<file path="src/hdl/swpe_pkg.sv">
// Shared types and codes for the stack with positional edit.
// Used by the interfaces, the sequencer and the top level; no dependencies.
`default_nettype none

package swpe_pkg;

	localparam int DEPTH_DEF       = 32;
	localparam int VALUE_WIDTH_DEF = 32;

	// Fixed field widths of the request and result channels
	localparam int REQ_W    = 3;
	localparam int POS_W    = 6;
	localparam int IN_W     = 32;
	localparam int OUT_W    = 32;
	localparam int STATUS_W = 2;
	localparam int WIDE_W   = 64;

	localparam logic [REQ_W-1:0] REQ_PUSH   = 3'd0;
	localparam logic [REQ_W-1:0] REQ_POP    = 3'd1;
	localparam logic [REQ_W-1:0] REQ_REMOVE = 3'd2;
	localparam logic [REQ_W-1:0] REQ_INSERT = 3'd3;
	localparam logic [REQ_W-1:0] REQ_DUMP   = 3'd4;

	localparam logic [STATUS_W-1:0] ST_OK     = 2'd0;
	localparam logic [STATUS_W-1:0] ST_EMPTY  = 2'd1;
	localparam logic [STATUS_W-1:0] ST_REJECT = 2'd2;
	localparam logic [STATUS_W-1:0] ST_FULL   = 2'd3;

	typedef struct packed {
		logic signed [OUT_W-1:0] data_out;
		logic [STATUS_W-1:0]     status;
		logic                    last;
	} res_t;

endpackage

`default_nettype wire

</file>
<file path="src/hdl/swpe_if.sv">
// Request and result channel interfaces with valid/ready handshake.
// Depends on swpe_pkg for field widths.
`default_nettype none

interface swpe_req_if;
	logic                              valid;
	logic                              ready;
	logic [swpe_pkg::REQ_W-1:0]        req_type;
	logic [swpe_pkg::POS_W-1:0]        position;
	logic signed [swpe_pkg::IN_W-1:0]  value;

	modport source (output valid, output req_type, output position, output value,
		input ready);
	modport sink (input valid, input req_type, input position, input value,
		output ready);
endinterface

interface swpe_res_if;
	logic                                valid;
	logic                                ready;
	logic signed [swpe_pkg::OUT_W-1:0]   data_out;
	logic [swpe_pkg::STATUS_W-1:0]       status;
	logic                                last;

	modport source (output valid, output data_out, output status, output last,
		input ready);
	modport sink (input valid, input data_out, input status, input last,
		output ready);
endinterface

`default_nettype wire

</file>
<file path="src/hdl/swpe_ram.sv">
// Generic single-write, single-read RAM with registered read data.
// No dependencies.
`default_nettype none

module swpe_ram #(
	parameter int WIDTH = 32,
	parameter int DEPTH = 32
) (
	input  wire logic                     clk,
	input  wire logic                     we,
	input  wire logic [$clog2(DEPTH)-1:0] waddr,
	input  wire logic [WIDTH-1:0]         wdata,
	input  wire logic [$clog2(DEPTH)-1:0] raddr,
	output logic      [WIDTH-1:0]         rdata
);

	logic [WIDTH-1:0] mem_q [DEPTH];

	always_ff @(posedge clk) begin
		if (we) begin
			mem_q[waddr] <= wdata;
		end
		rdata <= mem_q[raddr];
	end

endmodule

`default_nettype wire

</file>
<file path="src/hdl/swpe_seq.sv">
// Request sequencer: decodes a transaction, walks the store one word per step
// through the RAM port and builds each result. Depends on swpe_pkg, swpe_if.
`default_nettype none

module swpe_seq #(
	parameter int DEPTH       = swpe_pkg::DEPTH_DEF,
	parameter int VALUE_WIDTH = swpe_pkg::VALUE_WIDTH_DEF
) (
	input  wire logic                     clk,
	input  wire logic                     arst_n,
	swpe_req_if.sink                      req,
	output logic                          res_valid,
	input  wire logic                     res_ready,
	output swpe_pkg::res_t                res,
	output logic                          ram_we,
	output logic [$clog2(DEPTH)-1:0]      ram_waddr,
	output logic [VALUE_WIDTH-1:0]        ram_wdata,
	output logic [$clog2(DEPTH)-1:0]      ram_raddr,
	input  wire logic [VALUE_WIDTH-1:0]   ram_rdata
);

	localparam int ADDR_W = $clog2(DEPTH);
	localparam int CNT_W  = $clog2(DEPTH + 1);
	localparam int CMP_W  = (CNT_W > swpe_pkg::POS_W) ? CNT_W : swpe_pkg::POS_W;

	localparam logic [3:0] S_IDLE   = 4'd0;
	localparam logic [3:0] S_EXEC   = 4'd1;
	localparam logic [3:0] S_POP_LD = 4'd2;
	localparam logic [3:0] S_RMV_RD = 4'd3;
	localparam logic [3:0] S_RMV_WR = 4'd4;
	localparam logic [3:0] S_INS_RD = 4'd5;
	localparam logic [3:0] S_INS_WR = 4'd6;
	localparam logic [3:0] S_DMP_RD = 4'd7;
	localparam logic [3:0] S_DMP_LD = 4'd8;
	localparam logic [3:0] S_EMIT   = 4'd9;

	logic [3:0]                      state_q, state_d;
	logic [CNT_W-1:0]                count_q, count_d;
	logic [CNT_W-1:0]                idx_q, idx_d;
	logic [CNT_W-1:0]                base_q, base_d;
	logic [swpe_pkg::REQ_W-1:0]      req_q;
	logic [swpe_pkg::POS_W-1:0]      pos_q;
	logic [VALUE_WIDTH-1:0]          val_q;
	swpe_pkg::res_t                  res_q, res_d;

	logic [swpe_pkg::WIDE_W-1:0]     val_x;
	logic [swpe_pkg::WIDE_W-1:0]     rd_x;
	logic [CMP_W-1:0]                pos_x, cnt_x, diff_x;
	logic                            pos_ok, full, empty;
	logic [CNT_W-1:0]                idx_p1, idx_m1, cnt_m1;
	logic                            accept;

	assign accept = req.valid && req.ready;
	assign req.ready = (state_q == S_IDLE);

	// Sign-extend the input word to the wide form, then keep the stored width
	assign val_x = {{(swpe_pkg::WIDE_W - swpe_pkg::IN_W){req.value[swpe_pkg::IN_W-1]}},
		req.value};
	assign rd_x  = swpe_pkg::WIDE_W'(ram_rdata);

	assign pos_x  = CMP_W'(pos_q);
	assign cnt_x  = CMP_W'(count_q);
	assign diff_x = cnt_x - pos_x;
	assign pos_ok = (pos_q != '0) && (pos_x <= cnt_x);
	assign full   = (count_q == CNT_W'(DEPTH));
	assign empty  = (count_q == '0);
	assign idx_p1 = idx_q + CNT_W'(1);
	assign idx_m1 = idx_q - CNT_W'(1);
	assign cnt_m1 = count_q - CNT_W'(1);

	assign res       = res_q;
	assign res_valid = (state_q == S_EMIT);

	always_comb begin
		state_d   = state_q;
		count_d   = count_q;
		idx_d     = idx_q;
		base_d    = base_q;
		res_d     = res_q;
		ram_we    = 1'b0;
		ram_waddr = idx_q[ADDR_W-1:0];
		ram_wdata = ram_rdata;
		ram_raddr = idx_q[ADDR_W-1:0];
		unique case (state_q)
			S_IDLE: begin
				if (accept) begin
					state_d = S_EXEC;
				end
			end
			S_EXEC: begin
				res_d   = '{data_out: '0, status: swpe_pkg::ST_OK, last: 1'b1};
				state_d = S_EMIT;
				unique case (req_q)
					swpe_pkg::REQ_PUSH: begin
						if (full) begin
							res_d.status = swpe_pkg::ST_FULL;
						end else begin
							ram_we    = 1'b1;
							ram_waddr = count_q[ADDR_W-1:0];
							ram_wdata = val_q;
							count_d   = count_q + CNT_W'(1);
						end
					end
					swpe_pkg::REQ_POP: begin
						if (empty) begin
							res_d.status = swpe_pkg::ST_EMPTY;
						end else begin
							ram_raddr = cnt_m1[ADDR_W-1:0];
							count_d   = cnt_m1;
							state_d   = S_POP_LD;
						end
					end
					swpe_pkg::REQ_REMOVE: begin
						if (!pos_ok) begin
							res_d.status = swpe_pkg::ST_REJECT;
						end else begin
							idx_d   = CNT_W'(diff_x);
							state_d = S_RMV_RD;
						end
					end
					swpe_pkg::REQ_INSERT: begin
						if (!pos_ok) begin
							res_d.status = swpe_pkg::ST_REJECT;
						end else if (full) begin
							res_d.status = swpe_pkg::ST_FULL;
						end else begin
							// base is the slot just below the new word
							base_d  = CNT_W'(diff_x);
							idx_d   = count_q;
							state_d = S_INS_RD;
						end
					end
					swpe_pkg::REQ_DUMP: begin
						if (empty) begin
							res_d.status = swpe_pkg::ST_EMPTY;
						end else begin
							idx_d   = cnt_m1;
							state_d = S_DMP_RD;
						end
					end
					default: begin
					end
				endcase
			end
			S_POP_LD: begin
				res_d   = '{data_out: rd_x[swpe_pkg::OUT_W-1:0], status: swpe_pkg::ST_OK,
					last: 1'b1};
				state_d = S_EMIT;
			end
			S_RMV_RD: begin
				// Move the word above down into the hole, bottom to top
				if (idx_p1 < count_q) begin
					ram_raddr = idx_p1[ADDR_W-1:0];
					state_d   = S_RMV_WR;
				end else begin
					count_d = cnt_m1;
					state_d = S_EMIT;
				end
			end
			S_RMV_WR: begin
				ram_we  = 1'b1;
				idx_d   = idx_p1;
				state_d = S_RMV_RD;
			end
			S_INS_RD: begin
				// Open the slot by moving words up, top first
				if (idx_m1 != base_q) begin
					ram_raddr = idx_m1[ADDR_W-1:0];
					state_d   = S_INS_WR;
				end else begin
					ram_we    = 1'b1;
					ram_wdata = val_q;
					count_d   = count_q + CNT_W'(1);
					state_d   = S_EMIT;
				end
			end
			S_INS_WR: begin
				ram_we  = 1'b1;
				idx_d   = idx_m1;
				state_d = S_INS_RD;
			end
			S_DMP_RD: begin
				state_d = S_DMP_LD;
			end
			S_DMP_LD: begin
				res_d   = '{data_out: rd_x[swpe_pkg::OUT_W-1:0], status: swpe_pkg::ST_OK,
					last: (idx_q == '0)};
				state_d = S_EMIT;
			end
			S_EMIT: begin
				if (res_ready) begin
					if (req_q == swpe_pkg::REQ_DUMP && !res_q.last) begin
						idx_d   = idx_m1;
						state_d = S_DMP_RD;
					end else begin
						state_d = S_IDLE;
					end
				end
			end
			default: begin
				state_d = S_IDLE;
			end
		endcase
	end

	always_ff @(posedge clk or negedge arst_n) begin
		if (!arst_n) begin
			state_q <= S_IDLE;
			count_q <= '0;
		end else begin
			state_q <= state_d;
			count_q <= count_d;
		end
	end

	always_ff @(posedge clk) begin
		idx_q  <= idx_d;
		base_q <= base_d;
		res_q  <= res_d;
		if (accept) begin
			req_q <= req.req_type;
			pos_q <= req.position;
			val_q <= val_x[VALUE_WIDTH-1:0];
		end
	end

	a_count_bound: assert property (@(posedge clk) disable iff (!arst_n)
		count_q <= CNT_W'(DEPTH))
		else $error("word count beyond store depth");

	a_accept_exec: assert property (@(posedge clk) disable iff (!arst_n)
		accept |=> (state_q == S_EXEC))
		else $error("accepted transaction not decoded next cycle");

	// Push and the upward moves of insert may write one slot above the top word
	a_write_in_range: assert property (@(posedge clk) disable iff (!arst_n)
		ram_we |-> (CNT_W'(ram_waddr) <= count_q))
		else $error("store write outside held words");

	a_result_hold: assert property (@(posedge clk) disable iff (!arst_n)
		(res_valid && !res_ready) |=> (res_valid && $stable(res_q)))
		else $error("pending result changed before hand-off");

endmodule

`default_nettype wire

</file>
<file path="src/hdl/stack_with_positional_edit_core.sv">
// Bounded LIFO stack with remove and insert at a position counted from the top,
// and a full dump. One request is worked at a time by a sequencer that moves
// words through a single-port-pair RAM, with a read state and a write state per
// moved word. Every request is accepted in idle and decoded in an execute
// state; a push or a rejected or no-op request then emits its result, a pop
// first loads the read word, and a dump reads and loads each word before
// emitting it, moving on to the next word once that result is taken.
// The output register takes a result whenever it is empty or being drained,
// and the request side is ready again the cycle after the last hand-off.
// Depends on swpe_pkg, swpe_if, swpe_ram, swpe_seq.
`default_nettype none

module stack_with_positional_edit_core #(
	parameter int DEPTH       = swpe_pkg::DEPTH_DEF,
	parameter int VALUE_WIDTH = swpe_pkg::VALUE_WIDTH_DEF
) (
	input  wire logic clk,
	input  wire logic arst_n,
	swpe_req_if.sink  req,
	swpe_res_if.source rsp
);

	localparam int ADDR_W = $clog2(DEPTH);

	logic                   res_valid, res_ready;
	swpe_pkg::res_t         res;
	logic                   ram_we;
	logic [ADDR_W-1:0]      ram_waddr, ram_raddr;
	logic [VALUE_WIDTH-1:0] ram_wdata, ram_rdata;

	logic                   ovalid_q;
	swpe_pkg::res_t         obuf_q;

	swpe_seq #(
		.DEPTH       (DEPTH),
		.VALUE_WIDTH (VALUE_WIDTH)
	) u_seq (
		.clk       (clk),
		.arst_n    (arst_n),
		.req       (req),
		.res_valid (res_valid),
		.res_ready (res_ready),
		.res       (res),
		.ram_we    (ram_we),
		.ram_waddr (ram_waddr),
		.ram_wdata (ram_wdata),
		.ram_raddr (ram_raddr),
		.ram_rdata (ram_rdata)
	);

	swpe_ram #(
		.WIDTH (VALUE_WIDTH),
		.DEPTH (DEPTH)
	) u_store (
		.clk   (clk),
		.we    (ram_we),
		.waddr (ram_waddr),
		.wdata (ram_wdata),
		.raddr (ram_raddr),
		.rdata (ram_rdata)
	);

	// Output register: take a new result when empty or being drained
	assign res_ready = !ovalid_q || rsp.ready;

	always_ff @(posedge clk or negedge arst_n) begin
		if (!arst_n) begin
			ovalid_q <= 1'b0;
		end else if (res_ready) begin
			ovalid_q <= res_valid;
		end
	end

	always_ff @(posedge clk) begin
		if (res_ready && res_valid) begin
			obuf_q <= res;
		end
	end

	assign rsp.valid    = ovalid_q;
	assign rsp.data_out = obuf_q.data_out;
	assign rsp.status   = obuf_q.status;
	assign rsp.last     = obuf_q.last;

endmodule

`default_nettype wire
</file>
<file path="src/flat_wrapper.sv">
// flat-port wrapper written by rule: the top's interface ports become plain ports
module stack_with_positional_edit_core_flat 
#(
	parameter int DEPTH       = swpe_pkg::DEPTH_DEF,
	parameter int VALUE_WIDTH = swpe_pkg::VALUE_WIDTH_DEF
)
  (clk, arst_n, req_valid, req_req_type, req_position, req_value, req_ready, rsp_valid, rsp_data_out, rsp_status, rsp_last, rsp_ready);
  swpe_req_if req_i ();
  swpe_res_if rsp_i ();
  input  wire logic clk;
  input  wire logic arst_n;
  input wire logic [$bits(req_i.valid)-1:0] req_valid;
  input wire logic [$bits(req_i.req_type)-1:0] req_req_type;
  input wire logic [$bits(req_i.position)-1:0] req_position;
  input wire logic [$bits(req_i.value)-1:0] req_value;
  output wire logic [$bits(req_i.ready)-1:0] req_ready;
  output wire logic [$bits(rsp_i.valid)-1:0] rsp_valid;
  output wire logic [$bits(rsp_i.data_out)-1:0] rsp_data_out;
  output wire logic [$bits(rsp_i.status)-1:0] rsp_status;
  output wire logic [$bits(rsp_i.last)-1:0] rsp_last;
  input wire logic [$bits(rsp_i.ready)-1:0] rsp_ready;
  assign req_i.valid = req_valid;
  assign req_i.req_type = req_req_type;
  assign req_i.position = req_position;
  assign req_i.value = req_value;
  assign req_ready = req_i.ready;
  assign rsp_valid = rsp_i.valid;
  assign rsp_data_out = rsp_i.data_out;
  assign rsp_status = rsp_i.status;
  assign rsp_last = rsp_i.last;
  assign rsp_i.ready = rsp_ready;
  stack_with_positional_edit_core #(.DEPTH(DEPTH), .VALUE_WIDTH(VALUE_WIDTH)) u_core (.clk(clk), .arst_n(arst_n), .req(req_i), .rsp(rsp_i));
endmodule
</file>
<file path="config.mk">
export PLATFORM = sky130hd
export DESIGN_NAME = stack_with_positional_edit_core_flat
export DESIGN_NICKNAME = d
export VERILOG_FILES = /design/src/hdl/swpe_pkg.sv /design/src/hdl/swpe_if.sv /design/src/hdl/swpe_ram.sv /design/src/hdl/swpe_seq.sv /design/src/hdl/stack_with_positional_edit_core.sv /design/src/flat_wrapper.sv
export SDC_FILE = /design/constraint.sdc
export NUM_CORES = 1
export LEC_CHECK = 0
export BUFFER_PORTS_ARGS = -buffer_cell sky130_fd_sc_hd__clkbuf_2
export CAP_MARGIN = 30
export CELL_PAD_IN_SITES_DETAIL_PLACEMENT = 0
export CELL_PAD_IN_SITES_GLOBAL_PLACEMENT = 1
export CORE_MARGIN = 1
export CORE_UTILIZATION = 57
export CTS_CLUSTER_DIAMETER = 30
export CTS_CLUSTER_SIZE = 20
export DETAILED_ROUTE_END_ITERATION = 7
export PLACE_DENSITY_LB_ADDON = 0.15
export SLEW_MARGIN = 10
export SYNTH_ARGS = -nofsm -noshare
export SYNTH_HDL_FRONTEND = slang
export SYNTH_SLANG_ARGS = --single-unit
</file>
<file path="constraint.sdc">
create_clock -name clk -period 6.61 [get_ports clk]
set_clock_uncertainty 0.05 [all_clocks]
set_input_delay 0.3305 -clock clk [delete_from_list [all_inputs] [get_ports clk]]
set_output_delay 0.3305 -clock clk [all_outputs]
set_load 0.1 [all_outputs]
</file>
==> out/results.ini <==
[global_route]
grt_pass1_wl_um = 221000
grt_overflow = 0
antenna_found_initial = 2
grt_use_total_pct = 33.9
grt_pass1_vias = 34100
grt_max_degree = 197

[clocking]
cts.sinks = 1190
postCtsResizedCells = 0
clkLatencyLatePin_ns = 0.78
h-tree-depth = 4
clk_pin_slew_worst_paths_ns = 0.05
numCtsBuffers = 207
cts_max_path_buffers = 3
cts_tree = yes
clockRootBuffer = clkbuf_16
cts_hold_buf = 45
post-cts-setup-buffers = 0

[pwr]
pwr_density_cell_mw_per_mm2 = 604
finalPower_mw = 36.1
p_leak_nw = 19.7
peakVddDrop_uv = 664

[drt]
ant_nets = 0
routedWlPerCell_um = 30.1
drtPass1Iterations = 6
vias = 35000
via_per_inst = 6.96
drtIter0Drc = 5033
route.detailed.drc = 0
drt-total-wl_um = 151000

[timing]
fin_ws_ns = 0.787
worst-slew-pin-transition_ns = 1.15
rsz0062_at_grt = false
fin_crit_sh_pct = 88.1
drv_slew = 0
finalSetupViolations = 0
relSlewSlack_pct = 23.6
timing_hold_violations_final = 0
max_freq_mhz = 172
fin_tns_setup_ns = 0
period_needed_ns = 5.82

[setup_path]
worstPathMaxFanout = 196
cp_slowest_stage_delay_ns = 0.80
crit_type = reg -> reg
endpoint_kind = flip-flop
start_kind = flip-flop
worstReg2RegStart = u_core.u_seq.idx_q[1]
slowest_stage = buf_12
crit_arrival_ns = 6.43
cp_data_required_time_ns = 7.22
crit_path_start = u_core.u_seq.idx_q[1]
worstPathCellList = ha_1 -> nand3_1 -> xnor2_1 -> ha_1 -> a41o_1 -> o31a_1 -> o311ai_4 -> buf_12 -> buf_4 -> o22ai_1 -> a211oi_1 -> nor3_1 -> or4_1 -> a211oi_1

[placement]
hpwl_um = 78600
dp_slack_ns = 0.977
dpl-instance-area_mm2 = 0.0516
gp_congestion = 0.860
io_buffers = 81

[final_layout]
final_cell_mix = edfxtp_1 (1147), o22ai_1 (507), nand2_1 (293), a211oi_1 (225), clkbuf_16 (210)
area_growth_syn_to_layout_pct = 20.5
fin_nets = 3763
layout_commonest_cell = edfxtp_1
stdcell_area_mm2 = 0.0597
layout-drive-gt1-share_pct = 17.0

[logic_synthesis]
synth_largest_area_cell = edfxtp_1
synth_edf_count = 1147
synth-seq-area-share_pct = 71.4
syn_inst = 3538
synth_area_leaders = edfxtp_1 (70%), o22ai_1 (6.4%), a211oi_1 (3.4%), nand2_1 (2.2%), mux2i_1 (1.5%)
synth.distinct_cells = 85
synth_seq_cells = 1190
synthFlopType = edfxtp_1
synth_top_cell_area_share_pct = 69.5
synthArstFlopShare_pct = 0.924
syn-num-nets = 3600
syn_avg_cell_area_um2 = 14.0
syn-cell-area_mm2 = 0.0495
ys_warn_count = 0

[min_path]
min_path_type = in -> reg
hold_start = req_value[2]

[die]
fp-row-count = 107
dieArea_mm2 = 0.0881
die_h_um = 297
die_w_um = 297
core_area_mm2 = 0.0857
num_io_pins = 82
start_util_pct = 57.8

[outcome]
status = finished clean

[job]
maxCapViolations = 0

stage by stage:
step | std cells | hold slack [ns] | utilization [%]
after floorplan | 3538 | -0.0151 | -
after global placement | 4556 | 0.198 | 60.0
after detailed placement | 4570 | 0.202 | 60.3
after CTS | 5007 | 0.179 | 69.2
after global routing | 5028 | 0.196 | 69.6
final | 5031 | 0.208 | 69.7
cell type report:
| type | count | area, um2 |
|---|---|---|
| Antenna cell | 3 | 7.51 |
| Clock buffer | 233 | 5360 |
| Clock inverter | 159 | 1870 |
| Fill cell | 5661 | 26000 |
| Inverter | 23 | 86.3 |
| Multi-Input combinational cell | 2028 | 13200 |
| Sequential cell | 1190 | 35400 |
| Tap cell | 1144 | 1430 |
| Timing Repair Buffer | 251 | 2390 |
logic make-up after synthesis:
family / share of synthesized area (%)
flip-flops: 71.4
AO/OA/AOI/OAI: 16.2
AND/OR/NAND/NOR: 7.13
buffers and inverters: 2.73
multiplexers: 1.52
XOR/XNOR: 0.609
adder cells (fa/ha/maj): 0.444
synth_stat cells (31+ instances only):
library cell  count
a21oi_1         116
a221oi_1         65
nand2_1         294
o22ai_1         507
dfxtp_1          32
buf_2            92
a211oi_2         31
o22a_1           32
clkbuf_1        180
or4_1            33
nand3_1         138
o21ai_0          58
a22o_1           33
mux2i_1          72
nor3_1          110
a31oi_1          37
edfxtp_1       1147
and2_1           35
a211oi_1        226
nor2_1           74
critical path: cells and delay by family, from the launching register on:
family,cells,cell delay (ns)
AO/OA/AOI/OAI,6,1.69
XOR/XNOR,1,0.29
adder cells (fa/ha/maj),2,0.61
buffers and inverters,2,1.51
flip-flops,1,0.60
AND/OR/NAND/NOR,3,0.78
report_power, final:
part           internal (mW)  switching [mW]
Combinational           4.43            10.2
Clock                   6.99            3.85
Sequential              10.1           0.451
Total                   21.6            14.5
flip-flops by register name, indices dropped and copies added (netlist names):
name,count
u_core.u_seq.base_q,6
u_core.u_seq.idx_q,6
u_core.u_seq.cnt_x,6
u_core.rsp.status,2
u_core.u_seq.state_q,4
u_core.u_store.mem_q,1024
u_core.u_seq.res,35
u_core.u_store.rdata,32
u_core.rsp.last,1
u_core.u_seq.req_q,3
u_core.u_seq.pos_q,6
u_core.rsp.valid,1
u_core.rsp.data_out,32
u_core.u_seq.val_q,32
per-layer routing:
metal	wire length (um)	share of wire, %	track usage [%]	vias to the layer above
met1	57800	38	45.7	17500
met3	16300	11	7.34	413
li1	-	-	-	14800
met5	0	0	0	-
met4	6580	4.3	15.6	0
met2	70900	47	52.9	2297
final timing paths:
check,slack (ns),end,cells past startpoint
setup / recovery,0.79,u_core.u_store.rdata[5],14
hold / removal,0.21,u_core.u_seq.val_q[2],2
setup reg to reg,0.79,u_core.u_store.rdata[5],14
hold reg to reg,0.36,u_core.rsp.data_out[13],0
max in group asynchronous,5.46,u_core.u_seq.cnt_x[4],3
min in group asynchronous,0.60,u_core.rsp.valid,3
(Power assumes the default switching activity.)
